<file path="config.mk">
export PLATFORM = sky130hd
export DESIGN_NAME = flc_front
export DESIGN_NICKNAME = d
export VERILOG_FILES = /design/src/flc_pkg.sv /design/src/flc_front.sv
export SDC_FILE = /design/constraint.sdc
export NUM_CORES = 1
export LEC_CHECK = 0
export CORE_MARGIN = 2
export CORE_UTILIZATION = 45
export DETAILED_ROUTE_END_ITERATION = 8
export DONT_BUFFER_PORTS = 1
export HOLD_SLACK_MARGIN = 0.15
export PLACE_DENSITY_LB_ADDON = 0.08
export REMOVE_ABC_BUFFERS = 1
export SYNTH_ARGS = -nofsm -noshare
export SYNTH_HDL_FRONTEND = slang
export SYNTH_SLANG_ARGS = --single-unit
</file>
<file path="constraint.sdc">
create_clock -name clk -period 4.5 [get_ports clk]
set_input_delay 0.45 -clock clk [delete_from_list [all_inputs] [get_ports clk]]
set_output_delay 0.45 -clock clk [all_outputs]
set_load 0.02 [all_outputs]
</file>
<file path="src/flc_pkg.sv">
// Shared constants and types of the FIR linear convolution block.
// Used by every module under src; depends on nothing else.
package flc_pkg;

  localparam int MAX_TAPS     = 32;
  localparam int SAMPLE_WIDTH = 16;
  localparam int COEF_WIDTH   = 16;

  // Field widths of the ports.
  localparam int VALUE_W = 16;
  localparam int IDX_W   = 5;
  localparam int CFG_W   = 6;
  localparam int FILT_W  = 37;

  localparam int TAP_IDX_W = $clog2(MAX_TAPS);
  localparam int TAP_CNT_W = $clog2(MAX_TAPS + 1);
  localparam int CMP_W     = (CFG_W > TAP_CNT_W) ? CFG_W : TAP_CNT_W;
  localparam int PROD_W    = SAMPLE_WIDTH + COEF_WIDTH;

  // Adder tree over the taps, padded to a power of two.
  localparam int TREE_LVLS = TAP_IDX_W;
  localparam int TREE_N    = 1 << TREE_LVLS;
  localparam int MAC_LAT   = TREE_LVLS + 1;

  // Result queue is deep enough to cover the whole issue-to-push loop.
  localparam int OQ_DEPTH  = 1 << $clog2(MAC_LAT + 3);
  localparam int OQ_PTR_W  = $clog2(OQ_DEPTH);
  localparam int OQ_CNT_W  = $clog2(OQ_DEPTH + 1);

  localparam int FQ_DEPTH  = 4;
  localparam int FQ_PTR_W  = $clog2(FQ_DEPTH);
  localparam int FQ_CNT_W  = $clog2(FQ_DEPTH + 1);

  // Operation codes passed from the front to the back.
  localparam logic [1:0] OP_LOAD   = 2'd0;
  localparam logic [1:0] OP_SAMPLE = 2'd1;
  localparam logic [1:0] OP_LAST   = 2'd2;

  typedef struct packed {
    logic [1:0]           kind;
    logic [TAP_IDX_W-1:0] idx;
    logic [VALUE_W-1:0]   value;
  } op_t;

  // One step issued to the multiply-accumulate pipeline.
  typedef struct packed {
    logic valid;
    logic last;
  } issue_t;

  typedef struct packed {
    logic [FILT_W-1:0] filtered;
    logic              last;
  } res_t;

  typedef logic [MAX_TAPS-1:0][SAMPLE_WIDTH-1:0] delay_arr_t;
  typedef logic [MAX_TAPS-1:0][COEF_WIDTH-1:0]   coef_arr_t;

endpackage

</file>
<file path="src/flc_front.sv">
// Front end: accepts input beats, sorts them into load, sample and
// end-of-signal operations and holds them in a short queue. Uses flc_pkg.
module flc_front (
  input  logic                        clk,
  input  logic                        rst,
  input  logic                        in_valid,
  output logic                        in_stall,
  input  logic                        func,
  input  logic [flc_pkg::IDX_W-1:0]   coef_index,
  input  logic signed [flc_pkg::VALUE_W-1:0] value,
  input  logic                        end_of_signal,
  output logic                        q_valid,
  output flc_pkg::op_t                q_op,
  input  logic                        q_pop
);
  import flc_pkg::*;

  op_t                 mem [FQ_DEPTH];
  logic [FQ_PTR_W-1:0] wr_ptr;
  logic [FQ_PTR_W-1:0] rd_ptr;
  logic [FQ_CNT_W-1:0] count;
  op_t                 op_in;
  logic                accept;
  logic                push;

  assign in_stall = (count == FQ_CNT_W'(FQ_DEPTH));
  assign accept   = in_valid && !in_stall;

  always_comb begin
    op_in.idx   = TAP_IDX_W'(coef_index);
    op_in.value = value;
    if (!func) begin
      op_in.kind = OP_LOAD;
    end else if (end_of_signal) begin
      op_in.kind = OP_LAST;
    end else begin
      op_in.kind = OP_SAMPLE;
    end
  end

  // A load beyond the coefficient store is taken and dropped here.
  assign push = accept && (func || (int'(coef_index) < MAX_TAPS));

  assign q_valid = (count != '0);
  assign q_op    = mem[rd_ptr];

  always_ff @(posedge clk) begin
    if (push) begin
      mem[wr_ptr] <= op_in;
    end
  end

  always_ff @(posedge clk) begin
    if (rst) begin
      wr_ptr <= '0;
      rd_ptr <= '0;
      count  <= '0;
    end else begin
      if (push) begin
        wr_ptr <= wr_ptr + 1'b1;
      end
      if (q_pop) begin
        rd_ptr <= rd_ptr + 1'b1;
      end
      count <= count + FQ_CNT_W'(push) - FQ_CNT_W'(q_pop);
    end
  end

endmodule

</file>
==> results.md <==
* DRC viols at 0
* Routability Congestion at 0.685
* CP Max Fanout at 23
* Number of enable flip-flop cells after synthesis at 92
* Mapped Cells at 170
* R2R Path End: count[2]
* Total GRT Usage at 0.144
* Die Footprint at 9240 sq um
* CTS tree: done
* Yosys reg bits at 101
* HP Class: in -> reg
* Hold path cells at 1
* WS Path Type: reg -> out
* Status: complete, no violations
* Final Critical Period at 2480 ps
* Largest net degree at the start of global routing at 24
* Ranking of synthesized cells by area: edfxtp_1 72%, mux4_2 12%, dfxtp_1 4.7%
* Area delta synth->final at 7.01%
* Worst vdd ir at 0.000209 V
* Final hold violation count at 0
* Power density over the cells at 474 nW/um^2
* CP Launch Type: register
* CTS clk-pin slew, worst paths at 80 ps
* FP Rows at 33
* Worst reg2reg setup slack at 2020 ps
* Lkg Pwr at 0.00130 uW
* Mapped Avg Cell Area at 22.5 sq um
* Avg WL per Cell at 20.4 um
* DRT iter0 DRCs at 80
* Fillers at 672
* Worst EP required at 4050 ps
* Critical path cell sequence: mux4_1
* Final Setup Violations at 0
* Clock sink count at 101
* Antenna violations before repair at 0
* Synth top cells by count: 92 x edfxtp_1, 20 x mux4_2, 9 x dfxtp_1
* First-pass DRT Iterations at 4
* Min-Delay Endpoint: count[2]
* Worst path arrival time at 2030 ps
* Sequential fraction of the synthesis area at 0.770
* Global-route wire length before repair at 9230 um
* Ys flop type: edfxtp_1
* Die width at 96.1 um
* Final WL at 5920 um
* Post-synth top area cell: edfxtp_1
* Tcrit/Tclk final at 0.552
* Detail Route Antenna Nets at 0
* N_diodes at 0
* Yosys cell types at 24
* Setup TNS at 0 ps
* Final Slew Violations at 0
* Share of the synthesized area in the top cell type at 0.723
* Worst slew pin tran at 1180 ps
* Initial Util at 0.465
* Die Y-Extent at 96.1 um
* Final hold slack at 178 ps
* Vias in the first global route at 1735
* IO Pins at 52
* H-tree depth at 3
* Nets at 214
* Hold Path Origin: rst
* CTS Buf Count at 9
* Slowest-stage cell, CP: dfxtp_2
* Worst Path Buf+Inv at 0
* Share of layout cells above drive strength 1 at 0.205
* CP max stage delay at 890 ps
* Post-synth ARST share at 0
* Multi-input combinational cell area at 790 sq um
* Slew headroom at 0.216
* Vias per cell at 5.29
* Port bufs at 0
* Fmax at 403 MHz
* Post-CTS Resized at 0
* Clock skew at 5.28 ps
* Worst skew pair latency at 340 ps
* FF-to-FF path depth at 11
* Clock Path Buffers at 2
* Most numerous cell in the Yosys netlist: edfxtp_1
* Seq. cell area at 2940 sq um
* Netlist Area Pre-Place at 3820 sq um
* Max Cap Viol at 0
* RSZ-0062 raised after global routing: false
* Via count at 1534
* Top cell family by delay on the critical path: flip-flops
* Setup bufs post-CTS at 0
* CP endpoint kind: primary output
* Origin of the critical flop-to-flop path: count[1]
* Synth warnings at 0
* DP HPWL at 3700 um
* CORE AREA at 8220 sq um
* Gr ovfl total at 0
* Root Driver: clkbuf_8
-- repair_timing --
action                                  CTS  global route
hold endpoints to repair                  5             0
hold buffers                              1             0
endpoints found under the setup margin    0             0
-- layer usage --
metal  global-route usage  routed length, um
met4               0.0774                 89
met2                0.232               3010
met3               0.0548                471
met5                    0                  0
met1                0.167               2360
-- registers in the layout, summed over array words and instances, names as in the netlist, named ones only --
register and count:
count 3, rd_ptr 2, mem 92, wr_ptr 2
-- area by class of cell --
class / instances / share of cell area
clock buffers: 12 / 0.0331
multi-input cells: 57 / 0.193
repair buffers: 5 / 0.00979
flip-flops and latches: 101 / 0.720
clock inverters: 4 / 0.00612
well taps: 105 / 0.0321
inverters: 6 / 0.00551
-- worst reg2reg max path, stage by stage, from the launching register on --
cell	delay [ps]
dfxtp_1	370
nor3b_2	470
nor2_1	190
inv_1	90
ha_1	220
inv_1	60
ha_1	130
inv_1	50
fa_1	380
xor2_1	160
and2_1	150
nor3_1	120
-- cell families after synthesis --
kind of cell,share of synthesized area
buffers and inverters,0.0229
multiplexers,0.141
AO/OA/AOI/OAI,0.00262
AND/OR/NAND/NOR,0.0311
XOR/XNOR,0.00688
flip-flops,0.770
adder cells (fa/ha/maj),0.0249
-- power breakdown --
part	switching [uW]	internal, uW	total (uW)
clock network	271	200	471
registers	50.7	1130	1180
logic	180	108	288
total	501	1430	1940
-- layout by cell type (no fill, tap or decap), types with 2 or more instances in the layout --
| master | n |
|---|---|
| edfxtp_1 | 92 |
| mux4_2 | 20 |
| clkbuf_8 | 9 |
| dfxtp_1 | 8 |
| inv_1 | 6 |
| nor2_1 | 6 |
| and2_1 | 6 |
| ha_1 | 6 |
| buf_4 | 4 |
| mux4_1 | 3 |
| clkbuf_1 | 3 |
| nor2b_1 | 2 |
| or3_1 | 2 |
| xor2_1 | 2 |
| nand2b_1 | 2 |
-- metrics by stage --
stage,util,area [sq um],power [uW],std cells,setup slack (ps)
floorplan,-,3750,1420,164,2180
global placement,0.477,3920,1480,273,2130
detailed placement,0.477,3920,1500,273,2020
CTS,0.497,4090,1970,290,1930
global route,0.497,4090,2040,290,1770
finish,0.497,4090,1940,290,2020
-- how the worst max path moves through the flow --
stage | end | slack [ps] | cells past startpoint
global route | count[2] | 1770 | 11
floorplan | q_op[18] | 2180 | 1
finish | q_op[18] | 2020 | 1
CTS | q_op[18] | 1930 | 1
global placement | count[2] | 2130 | 11
detailed placement | count[2] | 2020 | 11
No activity file was read; power rests on OpenSTA's default activity.
