$ cat src/flc_pkg.sv
// Shared constants and types of the FIR linear convolution block.
// Used by every module under src; depends on nothing else.
package flc_pkg;

  localparam int MAX_TAPS     = 32;
  localparam int SAMPLE_WIDTH = 16;
  localparam int COEF_WIDTH   = 16;

  // Field widths of the ports.
  localparam int VALUE_W = 16;
  localparam int IDX_W   = 5;
  localparam int CFG_W   = 6;
  localparam int FILT_W  = 37;

  localparam int TAP_IDX_W = $clog2(MAX_TAPS);
  localparam int TAP_CNT_W = $clog2(MAX_TAPS + 1);
  localparam int CMP_W     = (CFG_W > TAP_CNT_W) ? CFG_W : TAP_CNT_W;
  localparam int PROD_W    = SAMPLE_WIDTH + COEF_WIDTH;

  // Adder tree over the taps, padded to a power of two.
  localparam int TREE_LVLS = TAP_IDX_W;
  localparam int TREE_N    = 1 << TREE_LVLS;
  localparam int MAC_LAT   = TREE_LVLS + 1;

  // Result queue is deep enough to cover the whole issue-to-push loop.
  localparam int OQ_DEPTH  = 1 << $clog2(MAC_LAT + 3);
  localparam int OQ_PTR_W  = $clog2(OQ_DEPTH);
  localparam int OQ_CNT_W  = $clog2(OQ_DEPTH + 1);

  localparam int FQ_DEPTH  = 4;
  localparam int FQ_PTR_W  = $clog2(FQ_DEPTH);
  localparam int FQ_CNT_W  = $clog2(FQ_DEPTH + 1);

  // Operation codes passed from the front to the back.
  localparam logic [1:0] OP_LOAD   = 2'd0;
  localparam logic [1:0] OP_SAMPLE = 2'd1;
  localparam logic [1:0] OP_LAST   = 2'd2;

  typedef struct packed {
    logic [1:0]           kind;
    logic [TAP_IDX_W-1:0] idx;
    logic [VALUE_W-1:0]   value;
  } op_t;

  // One step issued to the multiply-accumulate pipeline.
  typedef struct packed {
    logic valid;
    logic last;
  } issue_t;

  typedef struct packed {
    logic [FILT_W-1:0] filtered;
    logic              last;
  } res_t;

  typedef logic [MAX_TAPS-1:0][SAMPLE_WIDTH-1:0] delay_arr_t;
  typedef logic [MAX_TAPS-1:0][COEF_WIDTH-1:0]   coef_arr_t;

endpackage

$ cat src/flc_back.sv
// Back end: executes queued operations, keeps the delay line and the
// coefficients, sequences the zero-fed tail and reserves result slots.
// Uses flc_pkg.
module flc_back (
  input  logic                        clk,
  input  logic                        rst,
  input  logic [flc_pkg::CFG_W-1:0]   tap_count,
  input  logic                        q_valid,
  input  flc_pkg::op_t                q_op,
  output logic                        q_pop,
  input  logic                        out_pop,
  output flc_pkg::issue_t             go,
  output flc_pkg::delay_arr_t         delay,
  output flc_pkg::coef_arr_t          coef,
  output logic [flc_pkg::MAX_TAPS-1:0] tap_en
);
  import flc_pkg::*;

  logic                 flushing;
  logic [TAP_CNT_W-1:0] flush_left;
  logic                 clear_pend;
  logic [OQ_CNT_W-1:0]  reserved;

  logic [CMP_W-1:0]     tc_wide;
  logic [TAP_CNT_W-1:0] eff_taps;
  logic                 credit;
  logic                 issue;
  logic                 issue_last;
  logic                 start_flush;
  logic                 load_en;
  logic [SAMPLE_WIDTH-1:0] shift_val;
  delay_arr_t           base;

  always_comb begin
    tc_wide = CMP_W'(tap_count);
    if (tc_wide == '0) begin
      eff_taps = TAP_CNT_W'(1);
    end else if (tc_wide > CMP_W'(MAX_TAPS)) begin
      eff_taps = TAP_CNT_W'(MAX_TAPS);
    end else begin
      eff_taps = TAP_CNT_W'(tc_wide);
    end
    for (int j = 0; j < MAX_TAPS; j++) begin
      tap_en[j] = (TAP_CNT_W'(j) < eff_taps);
    end
  end

  // A slot is free if the queue plus everything in flight stays in bounds.
  assign credit = (reserved != OQ_CNT_W'(OQ_DEPTH)) || out_pop;

  always_comb begin
    issue       = 1'b0;
    issue_last  = 1'b0;
    start_flush = 1'b0;
    load_en     = 1'b0;
    q_pop       = 1'b0;
    shift_val   = '0;
    if (flushing) begin
      issue      = credit;
      issue_last = (flush_left == TAP_CNT_W'(1));
    end else if (q_valid) begin
      if (q_op.kind == OP_LOAD) begin
        load_en = 1'b1;
        q_pop   = 1'b1;
      end else if (credit) begin
        issue     = 1'b1;
        q_pop     = 1'b1;
        shift_val = SAMPLE_WIDTH'($signed(q_op.value));
        if (q_op.kind == OP_LAST) begin
          if (eff_taps == TAP_CNT_W'(1)) begin
            issue_last = 1'b1;
          end else begin
            start_flush = 1'b1;
          end
        end
      end
    end
  end

  // The line is cleared in the cycle after the last beat of a run, once the
  // multipliers have sampled it.
  assign base = clear_pend ? '0 : delay;

  always_ff @(posedge clk) begin
    if (issue) begin
      delay <= {base[MAX_TAPS-2:0], shift_val};
    end else if (clear_pend) begin
      delay <= '0;
    end
    if (load_en) begin
      coef[q_op.idx] <= COEF_WIDTH'($signed(q_op.value));
    end
    if (rst) begin
      delay <= '0;
      coef  <= '0;
    end
  end

  always_ff @(posedge clk) begin
    if (rst) begin
      flushing   <= 1'b0;
      flush_left <= '0;
      clear_pend <= 1'b0;
      reserved   <= '0;
      go         <= '0;
    end else begin
      clear_pend <= issue && issue_last;
      go.valid   <= issue;
      go.last    <= issue_last;
      reserved   <= reserved + OQ_CNT_W'(issue) - OQ_CNT_W'(out_pop);
      if (start_flush) begin
        flushing   <= 1'b1;
        flush_left <= eff_taps - 1'b1;
      end else if (flushing && issue) begin
        flush_left <= flush_left - 1'b1;
        if (issue_last) begin
          flushing <= 1'b0;
        end
      end
    end
  end

endmodule

$ cat config.mk
export PLATFORM = sky130hd
export DESIGN_NAME = flc_back
export DESIGN_NICKNAME = d
export VERILOG_FILES = /design/src/flc_pkg.sv /design/src/flc_back.sv
export SDC_FILE = /design/constraint.sdc
export NUM_CORES = 2
export LEC_CHECK = 0
export BUFFER_PORTS_ARGS = -buffer_cell sky130_fd_sc_hd__buf_2
export CAP_MARGIN = 5
export CORE_AREA = 2 2 426 428
export CTS_CLUSTER_DIAMETER = 200
export CTS_CLUSTER_SIZE = 40
export DETAILED_ROUTE_END_ITERATION = 6
export DIE_AREA = 0 0 428 430
export HOLD_SLACK_MARGIN = 0.02
export PLACE_DENSITY_LB_ADDON = 0.08
export SYNTH_ARGS = -nofsm -noshare
export SYNTH_HDL_FRONTEND = slang
export SYNTH_SLANG_ARGS = --single-unit
$ cat constraint.sdc
create_clock -name clk -period 6.45 [get_ports clk]
set_clock_uncertainty 0.05 [all_clocks]
set_input_delay 1.935 -clock clk [delete_from_list [all_inputs] [get_ports clk]]
set_output_delay 1.935 -clock clk [all_outputs]
set_load 0.005 [all_outputs]
==> run metrics <==
Max Clk Rate 179 MHz; Final Wtd Congestion 0.843; post-CTS resize count 0; register bit total from synthesis 1,039; Clock Sinks roughly 1.0k; Top Ports roughly 1.1k; die area between 150,000 and 200,000 um2; Starting Density between 20% and 30%; Placed Area about 45,000 um2; Synthesized Nets 4,195; layer with the highest usage met2; commonest non-fill, non-tap cell in the layout buf_2; gr usage total roughly 18%; remaining antenna violation count 0; Crit. End Element primary output; met3 Usage GRT 4.93%; Sum Neg Setup Slack 0 ns; VDD IR max around 0.00017 V; DR iter-0 viols about 1.9k; most frequent cells in the layout buf_2 (1,090), dfxtp_1 (1,039), nand2_1 (1,004); share of the yosys chip area belonging to registers ~56%; DR WL/cell 23.6 um; Syn Area/Cell about 9 um2; Num CTS Buffers 29; Place WS approximately 0.91 ns; post-layout min period 5.60 ns; DP Wirelength 123 mm; Synth Warn # 0; worst-path cell chain buf_2 -> nor4_1 -> o21ai_0 -> ha_1 -> inv_1 -> nor2_1 -> o21ai_0 -> buf_2; routing usage on met1 about a fifth; initial antenna violation count 6; final WL about 170 mm; final instance area around 46,000 um2; CTS Root Cell clkbuf_16; Nets 5,023; # H-tree levels 1; CP max-delay cell ha_1; Synth Flop Type dfxtp_1; die width about 430 um; IO buf count between 1k and 1.5k; P_leak about 0.022 uW; Worst-path clk slew about 0.15 ns; Pins Over Slew Limit 0; Post-synth EDFFs 0; Setup Viol. Count Final 0; first-pass GRT wire length about 240 mm; setup ws final ~0.85 ns; DRC 0; Die H 430 um; largest net degree at the start of global routing a little over 200; worst-path maximum fanout 16; Max Cap Viol 0; Core Area 180,000 um2; placed cell count roughly 7.3k; final hold violation count 0; Synth area leaders dfxtp_1 (56%), mux2i_1 (14%), nand2_1 (10%), a21oi_1 (6.8%), nor2_1 (5.4%); CP Launch Type input port; Slew @ Worst Pin around 1.2 ns; Max Root-Sink Buffers 3; RSZ-0062 raised after global routing false; largest area contributor in the netlist dfxtp_1; required time of the critical path between 4 and 5 ns; Max stage delay on crit path 0.43 ns; TritonCTS clock tree built; Distinct cells, synth slightly above 50; vias in the first global route roughly 29k; share of cells above drive strength 1 roughly a quarter; arrival time at the worst endpoint about 3.6 ns; Hold/Removal Path Class reg -> reg; grt met2 use a little under a third; status finished, final reports clean; pwr/cell area between 200 and 250 nW/um2; Setup Fix Bufs, Post-CTS 0; type of the worst setup path in -> out; vias per inst approximately 4.2; Layout Cells excl Fill between 7k and 8k; Relative slew margins between 20% and 30%; Cell Rows roughly 160; final worst path period share between 80% and 90%; total grt overflow 0; P&R area growth vs syn 22.2%; via count 31.1k; hold buffer count at CTS 0; Post-Syn Area 37,400 um2; FFs w/ async S/R, synth 0%; Clock Latency Late Sink just over 0.7 ns; fin util approximately 25%; Cells after Synth a little over 4k; First-pass DRT Iterations 5; post-synth top area share between 50% and 60%
## where the power goes
part | internal (uW) | leakage, uW | switching [uW]
logic | 189 | 0.0128 | 757
clock network | 816 | 0.000359 | 2110
registers | 6460 | 0.00837 | 46.6
## final cells by class
class / instances / area (um2)
well taps: 2370 / 2970
multi-input cells: 2717 / 14900
diodes: 3 / 7.51
inverters: 26 / 105
clock buffers: 30 / 729
repair buffers: 1165 / 6150
fillers: 19914 / 134000
flip-flops and latches: 1039 / 20800
## routing by layer
layer	wire length, um	part of all wire [%]	vias to the layer above
met5	0	0	-
met4	5140	3.0	0
met3	11500	6.6	119
met2	86900	50	781
met1	70000	40	15087
li1	-	-	15080
## stage by stage
stage | hold slack (ns) | power, uW
after floorplan | 0.403 | 7230
after global placement | 0.390 | 7630
after detailed placement | 0.395 | 7620
after CTS | 0.415 | 10600
after global routing | 0.437 | 10800
final | 0.413 | 10400
## worst max-delay path, delay by kind of cell
family                   cells  cell delay (ns)
buffers and inverters        3             0.55
AO/OA/AOI/OAI                2             0.45
adder cells (fa/ha/maj)      1             0.43
AND/OR/NAND/NOR              2             0.25
## cells in the mapped netlist (2+ instances only)
master	instances
dfxtp_1	1039
nand2_1	1005
nor2_1	542
mux2i_1	513
a21oi_1	509
clkbuf_1	252
buf_2	80
o21ai_0	25
inv_1	24
buf_1	17
a32oi_1	16
nand4b_1	16
ha_1	11
buf_6	9
nand4_2	8
nor4b_4	6
buf_12	5
xnor2_1	5
a211oi_1	4
buf_4	4
nor2b_1	4
nor3_1	4
nor3b_1	4
nor4b_2	4
and3b_1	3
nand2b_1	3
nand3_1	3
nor4bb_1	3
xor2_1	3
a2bb2oi_1	2
and3_1	2
inv_2	2
nor4_1	2
o21a_1	2
o31ai_1	2
or4b_2	2
## path summary, 6_finish.rpt
path,from,endpoint,slack [ns],depth (start not counted)
max,tap_count[2],tap_en[8],0.85,8
min,delay[503],delay[503],0.41,2
max reg2reg,reserved[3],delay[230],3.00,9
min reg2reg,delay[503],delay[503],0.41,2
## flip-flops by register name, summed over array words and instances, names as in the netlist
signal and cells:
flush_left 6, delay 512, flushing 1, go 2, clear_pend 1, coef 512
reserved 5
## cell families (layout without fill, tap and decap cells)
| kind of cell | count (synthesis) | after routing | share of synthesized area (%) |
|---|---|---|---|
| xor gates and xnor gates | 8 | 8 | 0.188 |
| muxes | 513 | 513 | 13.7 |
| other | 0 | 3 | 0 |
| DFF | 1039 | 1039 | 55.7 |
| buffers and inverters | 394 | 1221 | 4.67 |
| adders and majority gates | 12 | 12 | 0.422 |
| and+or+nand+nor | 1616 | 1616 | 17.4 |
| AOI/OAI and AO/OA | 568 | 568 | 7.91 |
Power figures use the tool's default switching activity.
