## config.mk

```make
export PLATFORM = sky130hd
export DESIGN_NAME = flc_oq
export DESIGN_NICKNAME = d
export VERILOG_FILES = /design/src/flc_pkg.sv /design/src/flc_oq.sv
export SDC_FILE = /design/constraint.sdc
export NUM_CORES = 1
export LEC_CHECK = 0
export BUFFER_PORTS_ARGS = -buffer_cell sky130_fd_sc_hd__buf_2
export CORE_UTILIZATION = 49
export DETAILED_ROUTE_END_ITERATION = 8
export GPL_TIMING_DRIVEN = 1
export HOLD_SLACK_MARGIN = 0.12
export PLACE_DENSITY = 0.69
export SYNTH_ARGS = -nofsm -noshare
export SYNTH_HDL_FRONTEND = slang
export SYNTH_SLANG_ARGS = --single-unit
export TNS_END_PERCENT = 20
```

## constraint.sdc

```tcl
create_clock -name clk -period 3.4 [get_ports clk]
set_input_delay 0.34 -clock clk [delete_from_list [all_inputs] [get_ports clk]]
set_output_delay 0.34 -clock clk [all_outputs]
set_load 0.05 [all_outputs]
```

## src/flc_pkg.sv

```systemverilog
// Shared constants and types of the FIR linear convolution block.
// Used by every module under src; depends on nothing else.
package flc_pkg;

  localparam int MAX_TAPS     = 32;
  localparam int SAMPLE_WIDTH = 16;
  localparam int COEF_WIDTH   = 16;

  // Field widths of the ports.
  localparam int VALUE_W = 16;
  localparam int IDX_W   = 5;
  localparam int CFG_W   = 6;
  localparam int FILT_W  = 37;

  localparam int TAP_IDX_W = $clog2(MAX_TAPS);
  localparam int TAP_CNT_W = $clog2(MAX_TAPS + 1);
  localparam int CMP_W     = (CFG_W > TAP_CNT_W) ? CFG_W : TAP_CNT_W;
  localparam int PROD_W    = SAMPLE_WIDTH + COEF_WIDTH;

  // Adder tree over the taps, padded to a power of two.
  localparam int TREE_LVLS = TAP_IDX_W;
  localparam int TREE_N    = 1 << TREE_LVLS;
  localparam int MAC_LAT   = TREE_LVLS + 1;

  // Result queue is deep enough to cover the whole issue-to-push loop.
  localparam int OQ_DEPTH  = 1 << $clog2(MAC_LAT + 3);
  localparam int OQ_PTR_W  = $clog2(OQ_DEPTH);
  localparam int OQ_CNT_W  = $clog2(OQ_DEPTH + 1);

  localparam int FQ_DEPTH  = 4;
  localparam int FQ_PTR_W  = $clog2(FQ_DEPTH);
  localparam int FQ_CNT_W  = $clog2(FQ_DEPTH + 1);

  // Operation codes passed from the front to the back.
  localparam logic [1:0] OP_LOAD   = 2'd0;
  localparam logic [1:0] OP_SAMPLE = 2'd1;
  localparam logic [1:0] OP_LAST   = 2'd2;

  typedef struct packed {
    logic [1:0]           kind;
    logic [TAP_IDX_W-1:0] idx;
    logic [VALUE_W-1:0]   value;
  } op_t;

  // One step issued to the multiply-accumulate pipeline.
  typedef struct packed {
    logic valid;
    logic last;
  } issue_t;

  typedef struct packed {
    logic [FILT_W-1:0] filtered;
    logic              last;
  } res_t;

  typedef logic [MAX_TAPS-1:0][SAMPLE_WIDTH-1:0] delay_arr_t;
  typedef logic [MAX_TAPS-1:0][COEF_WIDTH-1:0]   coef_arr_t;

endpackage

```

## src/flc_oq.sv

```systemverilog
// Result queue between the adder tree and the output channel. Space is
// reserved upstream, so a push never finds it full. Uses flc_pkg.
module flc_oq (
  input  logic          clk,
  input  logic          rst,
  input  logic          push,
  input  flc_pkg::res_t din,
  output logic          out_valid,
  input  logic          out_stall,
  output flc_pkg::res_t dout,
  output logic          pop
);
  import flc_pkg::*;

  res_t                mem [OQ_DEPTH];
  logic [OQ_PTR_W-1:0] wr_ptr;
  logic [OQ_PTR_W-1:0] rd_ptr;
  logic [OQ_CNT_W-1:0] count;

  assign out_valid = (count != '0);
  assign dout      = mem[rd_ptr];
  assign pop       = out_valid && !out_stall;

  always_ff @(posedge clk) begin
    if (push) begin
      mem[wr_ptr] <= din;
    end
  end

  always_ff @(posedge clk) begin
    if (rst) begin
      wr_ptr <= '0;
      rd_ptr <= '0;
      count  <= '0;
    end else begin
      if (push) begin
        wr_ptr <= wr_ptr + 1'b1;
      end
      if (pop) begin
        rd_ptr <= rd_ptr + 1'b1;
      end
      count <= count + OQ_CNT_W'(push) - OQ_CNT_W'(pop);
    end
  end

endmodule

```

==> impl_metrics.yaml, run 1 <==
run_status:
  status: "completed"
setup_path:
  cp-start-kind: "flip-flop"
  r2r_setup_slack_ps: 550
  rr_endpoint: "count[4]"
  arrival_ps: 2680
  required_ps: 3060
  critical_path.endpoint_type: "output pin"
  ff2ff_path_depth: 12
  cp_max_fo: 21
  rr_startpoint: "count[2]"
  crit_type: "reg2out"
cts:
  clock_sinks: 625
  cts_setup_buffers: 0
  clk_path_buf_depth: 3
  path_clk_slew_ps: 60
  cts_max_level: 2
  clock_latency_ps: 600
  cts_tree: "built"
  cts_root_buf: "clkbuf_16"
  numCtsBuffers: 58
die:
  fp-row-count: 80
  die_height_um: 221
  die_area_um2: 49100
  ios: 82
  fp.coreArea_um2: 47600
  start_util: 0.495
  die_width_um: 221
placement:
  place_inst: 1711
  gp_congestion: 0.733
  dpl_cell_area_um2: 25000
  place_hpwl_um: 25400
  port-buffer-count: 81
synthesis:
  synth_cell_types: 30
  ys_seq_area_frac: 0.788
  synth_warnings: 0
  synth.most_common_cell: "edfxtp_1"
  synth_cells: 1028
  synth_area_leaders: "edfxtp_1 (77%), mux4_2 (15%), a22oi_1 (2.4%), dfxtp_1 (1.4%), nand2_1 (0.65%)"
  ys_seq_elements: 625
  synth_top_area_frac: 0.774
  synthTopCellsByCount: "edfxtp_1 (608), mux4_2 (152), a22oi_1 (76), nand2_1 (41), clkbuf_1 (29)"
  synth_nets: 1082
  avgSynthCellArea_um2: 23.0
  asyncSetResetFlopFracSynth: 0
  syn-cell-area_um2: 23600
  synth_edf_count: 608
  yosys.area.top_type: "edfxtp_1"
  ys.flop_type: "edfxtp_1"
min_path:
  whs_path_depth: 2
  hold_start: "rd_ptr[1]"
  min_path_type: "reg2reg"
drt:
  ant_nets: 0
  dr_total_vias: 11000
  wire_per_inst_um: 25.8
  drt_iter0_drc: 1082
  routed_via_density: 5.89
  drt_pre_antenna_iters: 5
  detail_route.wirelength_um: 48000
  drc_errors: 0
grt:
  grt_pass1_vias: 11500
  grt_use_met3: 0.0349
  use_met1: 0.278
  grt_usage: 0.201
  grt_util_met2: 0.333
  grt-busiest-layer: "met2"
  overflow: 0
  antenna_found_initial: 4
  grt_pass1_wl_um: 72400
  grt_max_degree: 59
job:
  max_cap_viol_count: 0
sta:
  hold_ws_ps: 516
  setup_tns_ps: 0
  slew_headroom: 0.440
  hold_violations: 0
  post-route-period-util: 0.888
  min_period_ps: 3020
  setup_viol: 0
  drv_slew: 0
  clock.fmax_mhz: 331
  finalClockSkew_ps: 21.5
  tightest_slew_ps: 840
  rsz0062_at_grt: "false"
pwr:
  ir_worst_vdd_v: 0.000598
  power.density_nw_per_um2: 683
  p_leak_nw: 8.64
layout:
  layoutNonFillerInstCount: 1860
  fin_area_um2: 27300
  fin_util: 0.572
  drive_above_1_share: 0.302
  syn_to_final_growth_pct: 15.5
  final_nets: 1251
==> sequential cells by signal, summed over array words and instances (netlist names), named ones only <==
signal	cells
wr_ptr	4
mem	608
rd_ptr	4
count	5
==> through the flow <==
step                power (mW)  worst slack, ps
global placement          12.5              673
detailed placement        12.5              518
finish                    18.6              381
CTS                       18.8              299
global route              19.3              254
floorplan                 11.7              342
==> per-layer routing <==
metal | part of all wire | vias up
li1 | - | 4683
met1 | 0.41 | 5826
met2 | 0.50 | 373
met3 | 0.065 | 76
met4 | 0.021 | 6
met5 | 0.00056 | -
==> timing repair <==
action,CTS,global route
setup endpoints to repair,0,0
hold endpoints to repair,625,0
hold buffers,41,0
gates resized for setup,0,0
==> where the power goes <==
part | leakage, nW | internal [mW] | switching, mW
logic | 2.11 | 1.58 | 2.04
clock network | 0.903 | 3.63 | 2.66
registers | 5.63 | 8.59 | 0.107
total | 8.64 | 13.8 | 4.81
==> placed cells by master (no fill, tap or decap), types with 11 or more instances in the layout <==
master         synthesis  layout
a22oi_1               76      76
and2_2                 0      17
buf_12                 0      14
buf_2                 11      81
buf_4                  1      25
clkbuf_1              29      14
clkbuf_16              0      59
clkinv_1               0      12
clkinv_2               0      11
dfxtp_1               17      15
dlygate4sd3_1          0      41
edfxtp_1             608     608
ha_1                  11      11
mux4_2               152     152
nand2_1               41      41
nor2_1                14      13
==> critical path, cell delays in order (launching register included) <==
cell and delay (ps):
dfxtp_4 470, buf_4 440, mux4_2 580, a22oi_1 190
nand2_1 140, buf_2 240
==> cells by family after synthesis <==
group	after synthesis	synth area share
AOI/OAI and AO/OA	83	0.0258
xor gates and xnor gates	9	0.00334
adders and majority gates	12	0.00668
buffers and inverters	61	0.0136
DFF	625	0.788
muxes	153	0.145
and+or+nand+nor	85	0.0172
==> worst max-delay path by stage <==
stage | start | to | slack (ps) | cells past startpoint
detailed placement | count[2] | count[4] | 520 | 12
CTS | flip-flop | dout[3] | 300 | 5
finish | flip-flop | dout[9] | 380 | 5
floorplan | count[2] | count[4] | 340 | 12
global placement | count[3] | count[4] | 670 | 12
global route | flip-flop | dout[3] | 250 | 5
==> area by class of cell <==
type | instances | area, um^2
Sequential cell | 625 | 18600
Multi-Input combinational cell | 342 | 4730
Tap cell | 615 | 769
Fill cell | 3480 | 20400
Clock inverter | 34 | 322
Timing Repair Buffer | 161 | 1280
Antenna cell | 1 | 2.50
Clock buffer | 73 | 1530
Inverter | 9 | 33.8
Power figures use the tool's default switching activity.
==> run 2: changes to the inputs <==
--- a/config.mk
+++ b/config.mk
@@ -11,6 +11,7 @@
 export GPL_TIMING_DRIVEN = 1
 export HOLD_SLACK_MARGIN = 0.12
 export PLACE_DENSITY = 0.69
+export SETUP_SLACK_MARGIN = 0.4
 export SYNTH_ARGS = -nofsm -noshare
 export SYNTH_HDL_FRONTEND = slang
 export SYNTH_SLANG_ARGS = --single-unit
==> run 2 against run 1 <==
Critical path type unchanged. Routed wire length increased by 4.8%. Core utilization increased by 0.40 points. Die area unchanged. Clock skew decreased by 9.3 ps. Sequential power about the same. Final area increased by 0.69%. First-iteration DRC count increased by 2.5%. Critical path depth increased by 1.
==> impl_metrics.yaml, run 2 (same netlist as run 1, synthesis figures left out) <==
cts:
  numCtsBuffers: 59
  cts_max_level: 2
  path_clk_slew_ps: 60
  clk_path_buf_depth: 3
  cts_tree: "built"
  clock_latency_ps: 610
  cts_root_buf: "clkbuf_16"
  clock_sinks: 625
drt:
  routed_via_density: 5.94
  wire_per_inst_um: 26.9
  drt_iter0_drc: 1109
  drc_errors: 0
  dr_total_vias: 11100
  detail_route.wirelength_um: 50200
  ant_nets: 0
  drt_pre_antenna_iters: 5
sta:
  drv_slew: 0
  setup_viol: 0
  min_period_ps: 2910
  tightest_slew_ps: 901
  clock.fmax_mhz: 343
  finalClockSkew_ps: 12.3
  post-route-period-util: 0.857
  rsz0062_at_grt: "true"
  slew_headroom: 0.399
  setup_tns_ps: 0
  hold_violations: 0
die:
  fp.coreArea_um2: 47600
  fp-row-count: 80
  die_width_um: 221
  die_area_um2: 49100
  ios: 82
  start_util: 0.495
  die_height_um: 221
layout:
  drive_above_1_share: 0.306
  largestRegisters: "mem x608, count x5"
  final_common_cell: "edfxtp_1"
  final_cell_mix: "edfxtp_1 (608), mux4_2 (152), buf_2 (81), a22oi_1 (76), clkbuf_16 (61)"
  final_nets: 1257
  largest_register_ffs: 608
  syn_to_final_growth_pct: 16.3
  fillers: 3387
  largest-register: "mem"
placement:
  place_hpwl_um: 26400
  port-buffer-count: 81
  gp_congestion: 0.733
grt:
  antenna_found_initial: 2
  grt_usage: 0.208
  grt_pass1_wl_um: 74200
  grt_pass1_vias: 11600
  overflow: 0
  grt_max_degree: 39
setup_path:
  cp_max_fo: 25
  rr_endpoint: "count[4]"
  crit_type: "reg2out"
  r2r_setup_slack_ps: 630
  ff2ff_path_depth: 12
  setup.worst_path.end: "dout[24]"
  critical_path.endpoint_type: "output pin"
  arrival_ps: 2570
  rr_startpoint: "count[3]"
  required_ps: 3060
  cp-start-kind: "flip-flop"
pwr:
  power.switching_mw: 4.98
  pwr-share-clk: 0.333
  p_leak_nw: 8.72
  pwr-share-seq: 0.462
  switching_share: 0.265
  power.density_nw_per_um2: 684
  p_int_mw: 13.8
  totalPowerFinal_mw: 18.8
  p_comb_frac: 0.205
  ir_worst_vdd_v: 0.000432
run_status:
  status: "completed"
min_path:
  min_path_type: "reg2reg"
job:
  max_cap_viol_count: 0
run 2: what timing repair did:
item                                    4_1_cts  5_1_grt
hold buffers                                 41        0
resized for setup                             0        1
cloned                                        0        1
setup buffers                                 5        0
endpoints found under the setup margin       34        4
endpoints found under the hold margin       625        0
run 2: worst min-delay path by stage:
stage               startpoint   endpoint  slack [ps]  cells after the start
floorplan                  rst   count[4]         410                      1
global placement     rd_ptr[1]  flip-flop         510                      2
detailed placement   rd_ptr[1]  flip-flop         510                      2
CTS                  rd_ptr[3]  rd_ptr[3]         530                      2
global route         rd_ptr[1]  flip-flop         560                      2
finish               rd_ptr[3]  rd_ptr[3]         520                      2
run 2: cell type report:
class                      count  area, um^2  share of cell area
antenna                        1        2.50           0.0000911
clock buffer                  78        1580              0.0575
clock inverter                30         258             0.00939
inverter                       9        33.8             0.00123
multi-input combinational    342        4730               0.172
sequential                   625       18600               0.678
tap                          615         769              0.0280
timing repair buffer         166        1480              0.0540
run 2: power groups by stage:
stage / clock network [mW] / logic (mW) / registers, mW
floorplan: 0 / 2.95 / 8.79
global placement: 0 / 3.65 / 8.91
detailed placement: 0 / 3.67 / 8.92
CTS: 6.36 / 3.87 / 8.68
global route: 6.64 / 4.11 / 8.69
finish: 6.26 / 3.85 / 8.68
run 2: metal layers:
| layer | track usage | up-vias | routed length, um |
|---|---|---|---|
| met3 | 0.0369 | 77 | 3430 |
| li1 | - | 4701 | - |
| met2 | 0.344 | 425 | 25100 |
| met5 | 0 | - | 13 |
| met4 | 0.0551 | 2 | 993 |
| met1 | 0.289 | 5887 | 20700 |
run 2: worst max-delay path, cell delays in order, from the launching register on:
cell and delay, ps:
dfxtp_4 360, buf_12 160, buf_12 250, mux4_2 530, a22oi_1 250, nand2_1 150
buf_2 240
run 2: per-stage QoR:
| step | worst slack (ps) | cell area (um^2) | hold WS [ps] | utilization | instances |
|---|---|---|---|---|---|
| 2_1_floorplan | 634 | 23600 | 409 | - | 1028 |
| 3_3_place_gp | 689 | 25100 | 511 | 0.527 | 1710 |
| 3_5_place_dp | 641 | 25100 | 514 | 0.527 | 1710 |
| 4_1_cts | 438 | 27400 | 529 | 0.576 | 1864 |
| 5_1_grt | 368 | 27500 | 561 | 0.576 | 1866 |
| 6_report | 487 | 27500 | 524 | 0.576 | 1866 |
==> run 3: changes to the inputs <==
--- a/config.mk
+++ b/config.mk
@@ -5,7 +5,9 @@
 export SDC_FILE = /design/constraint.sdc
 export NUM_CORES = 1
 export LEC_CHECK = 0
+export ABC_AREA = 1
 export BUFFER_PORTS_ARGS = -buffer_cell sky130_fd_sc_hd__buf_2
+export CORE_ASPECT_RATIO = 1.1
 export CORE_UTILIZATION = 49
 export DETAILED_ROUTE_END_ITERATION = 8
 export GPL_TIMING_DRIVEN = 1
==> run 3 against run 2 <==
Combinational power grew 15%. Sequential share of layout area shrank 6.6 points. Routed wire length grew 24%. Critical path depth grew 2. Clock skew grew 1.3 ps. Global-route usage grew 2.0 points. Non-clock buffer count is the same. Hold slack lost 14 ps. Sequential power shrank 0.5%. Clock power grew 2%. Die area grew 14%. Critical endpoint is now dout[17]. Largest power group unchanged. Highest routed layer unchanged.
==> impl_metrics.yaml, run 3 <==
run_status:
  status: "completed"
sta:
  slew_headroom: 0.357
  hold_violations: 0
  drv_slew: 0
  finalClockSkew_ps: 13.6
  tightest_slew_ps: 964
  rsz0062_at_grt: "true"
  setup_slack_ps: 387
  setup_viol: 0
  min_period_ps: 3010
  hold_ws_ps: 510
  post-route-period-util: 0.886
  clock.fmax_mhz: 332
  setup_tns_ps: 0
synthesis:
  ys.flop_type: "edfxtp_1"
  avgSynthCellArea_um2: 10.5
  asyncSetResetFlopFracSynth: 0
  synth_cell_types: 22
  synth_cells: 2572
  ys_seq_elements: 625
  ys_seq_area_frac: 0.690
  synth_nets: 2626
  yosys.area.top_type: "edfxtp_1"
  synth_area_leaders: "edfxtp_1 (68%), nand2_1 (11%), nand3_1 (8.5%), inv_1 (6.6%), dfxtp_1 (1.3%)"
  synth_top_area_frac: 0.678
  synthTopCellsByCount: "nand2_1 (821), edfxtp_1 (608), inv_1 (475), nand3_1 (458), buf_2 (65)"
  synth.most_common_cell: "nand2_1"
  syn-cell-area_um2: 26900
  synth_warnings: 0
  synth_edf_count: 608
placement:
  gp_congestion: 0.779
  pre_cts_slack_ps: 882
  port-buffer-count: 81
  dpl_cell_area_um2: 28100
  place_hpwl_um: 32100
drt:
  ant_nets: 0
  dr_total_vias: 17700
  wire_per_inst_um: 18.0
  drt_iter0_drc: 1799
  detail_route.wirelength_um: 62200
  drt_pre_antenna_iters: 5
  drc_errors: 0
  routed_via_density: 5.14
setup_path:
  crit_path_top_delay_cell: "buf_16"
  cp_max_fo: 206
  arrival_ps: 2670
  crit_type: "reg2out"
  timing.critical_path.mode_cell: "nand2_1"
  cp-start-kind: "flip-flop"
  critical_path.endpoint_type: "output pin"
  cpPeakStageDelay_ps: 510
  path_cells: "buf_16, nand2_1, nand2_1, nand2_1, nand3_1, nand3_1, nand2_1, buf_2"
  required_ps: 3060
pwr:
  p_leak_nw: 12.9
  ir_worst_vdd_v: 0.000461
  totalPowerFinal_mw: 19.5
  power.density_nw_per_um2: 640
layout:
  largestRegisters: "mem x608, count x5"
  seq_area_um2: 18600
  largest_register_ffs: 608
  final_cell_mix: "nand2_1 (821), edfxtp_1 (608), inv_1 (473), nand3_1 (458), buf_2 (81)"
  fin_area_um2: 30400
  final_common_cell: "nand2_1"
  syn_to_final_growth_pct: 12.9
  fillers: 4413
  diodes: 0
  multi_input_area_um2: 5880
  largest-register: "mem"
  drive_above_1_share: 0.0827
  final_nets: 2727
grt:
  grt_usage: 0.228
  antenna_found_initial: 1
  grt_pass1_wl_um: 96400
  grt_pass1_vias: 17300
  grt_max_degree: 207
  overflow: 0
cts:
  clock_latency_ps: 610
  clk_path_buf_depth: 3
  cts_max_level: 2
  clock_sinks: 625
  cts_tree: "built"
  cts_root_buf: "clkbuf_16"
  path_clk_slew_ps: 60
  cts_setup_buffers: 0
  numCtsBuffers: 60
die:
  fp-row-count: 89
  start_util: 0.499
  die_area_um2: 55900
  fp.coreArea_um2: 54000
  die_width_um: 226
  ios: 82
  die_height_um: 248
job:
  max_cap_viol_count: 0
min_path:
  min_path_type: "reg2reg"
[run 3: path summary, 6_finish.rpt]
check,from,endpoint,slack (ps),cells past startpoint
worst max-delay path,flip-flop,dout[17],390,8
worst min-delay path,rd_ptr[3],flip-flop,510,2
worst max register to register,count[3],count[4],860,15
worst min register to register,rd_ptr[3],flip-flop,510,2
[run 3: logic make-up after synthesis]
group                      after synthesis  synth area share
DFF                                    625             0.690
AOI/OAI and AO/OA                       11           0.00214
buffers and inverters                  604            0.0958
adders and majority gates               12           0.00585
and+or+nand+nor                       1317             0.205
xor gates and xnor gates                 3          0.000975
[run 3: layout make-up]
type | count | share of cell area
clock inverter | 32 | 0.00884
tap | 728 | 0.0299
timing repair buffer | 166 | 0.0446
multi-input combinational | 1343 | 0.193
sequential | 625 | 0.612
clock buffer | 77 | 0.0521
inverter | 477 | 0.0594
[run 3: through the flow]
step	std cells	util
after floorplan	2572	-
after CTS	3448	0.563
after global placement	3298	0.521
after global routing	3448	0.563
after detailed placement	3298	0.521
final	3448	0.563
[run 3: layer usage]
metal	global-route usage	share of wire
met2	0.384	0.49
met3	0.0347	0.070
met4	0.0722	0.026
met5	0	0.00016
met1	0.303	0.42
[run 3: timing repair]
item / CTS / global route
setup endpoints to repair: 16 / 34
gates resized for setup: 1 / 2
hold buffers: 41 / 0
endpoints found under the hold margin: 618 / 0
pin swaps: 0 / 0
[run 3: where the power goes]
part           total, mW  internal (mW)  switching (mW)
combinational       4.43           1.19            3.24
clock               6.39           3.64            2.75
sequential          8.64           8.58          0.0613
total               19.5           13.4            6.05
[run 3: worst max-delay path, delay by kind of cell (launching register included)]
family	cells	cell delay, ps
buffers and inverters	2	800
and+or+nand+nor	6	640
DFF	1	410
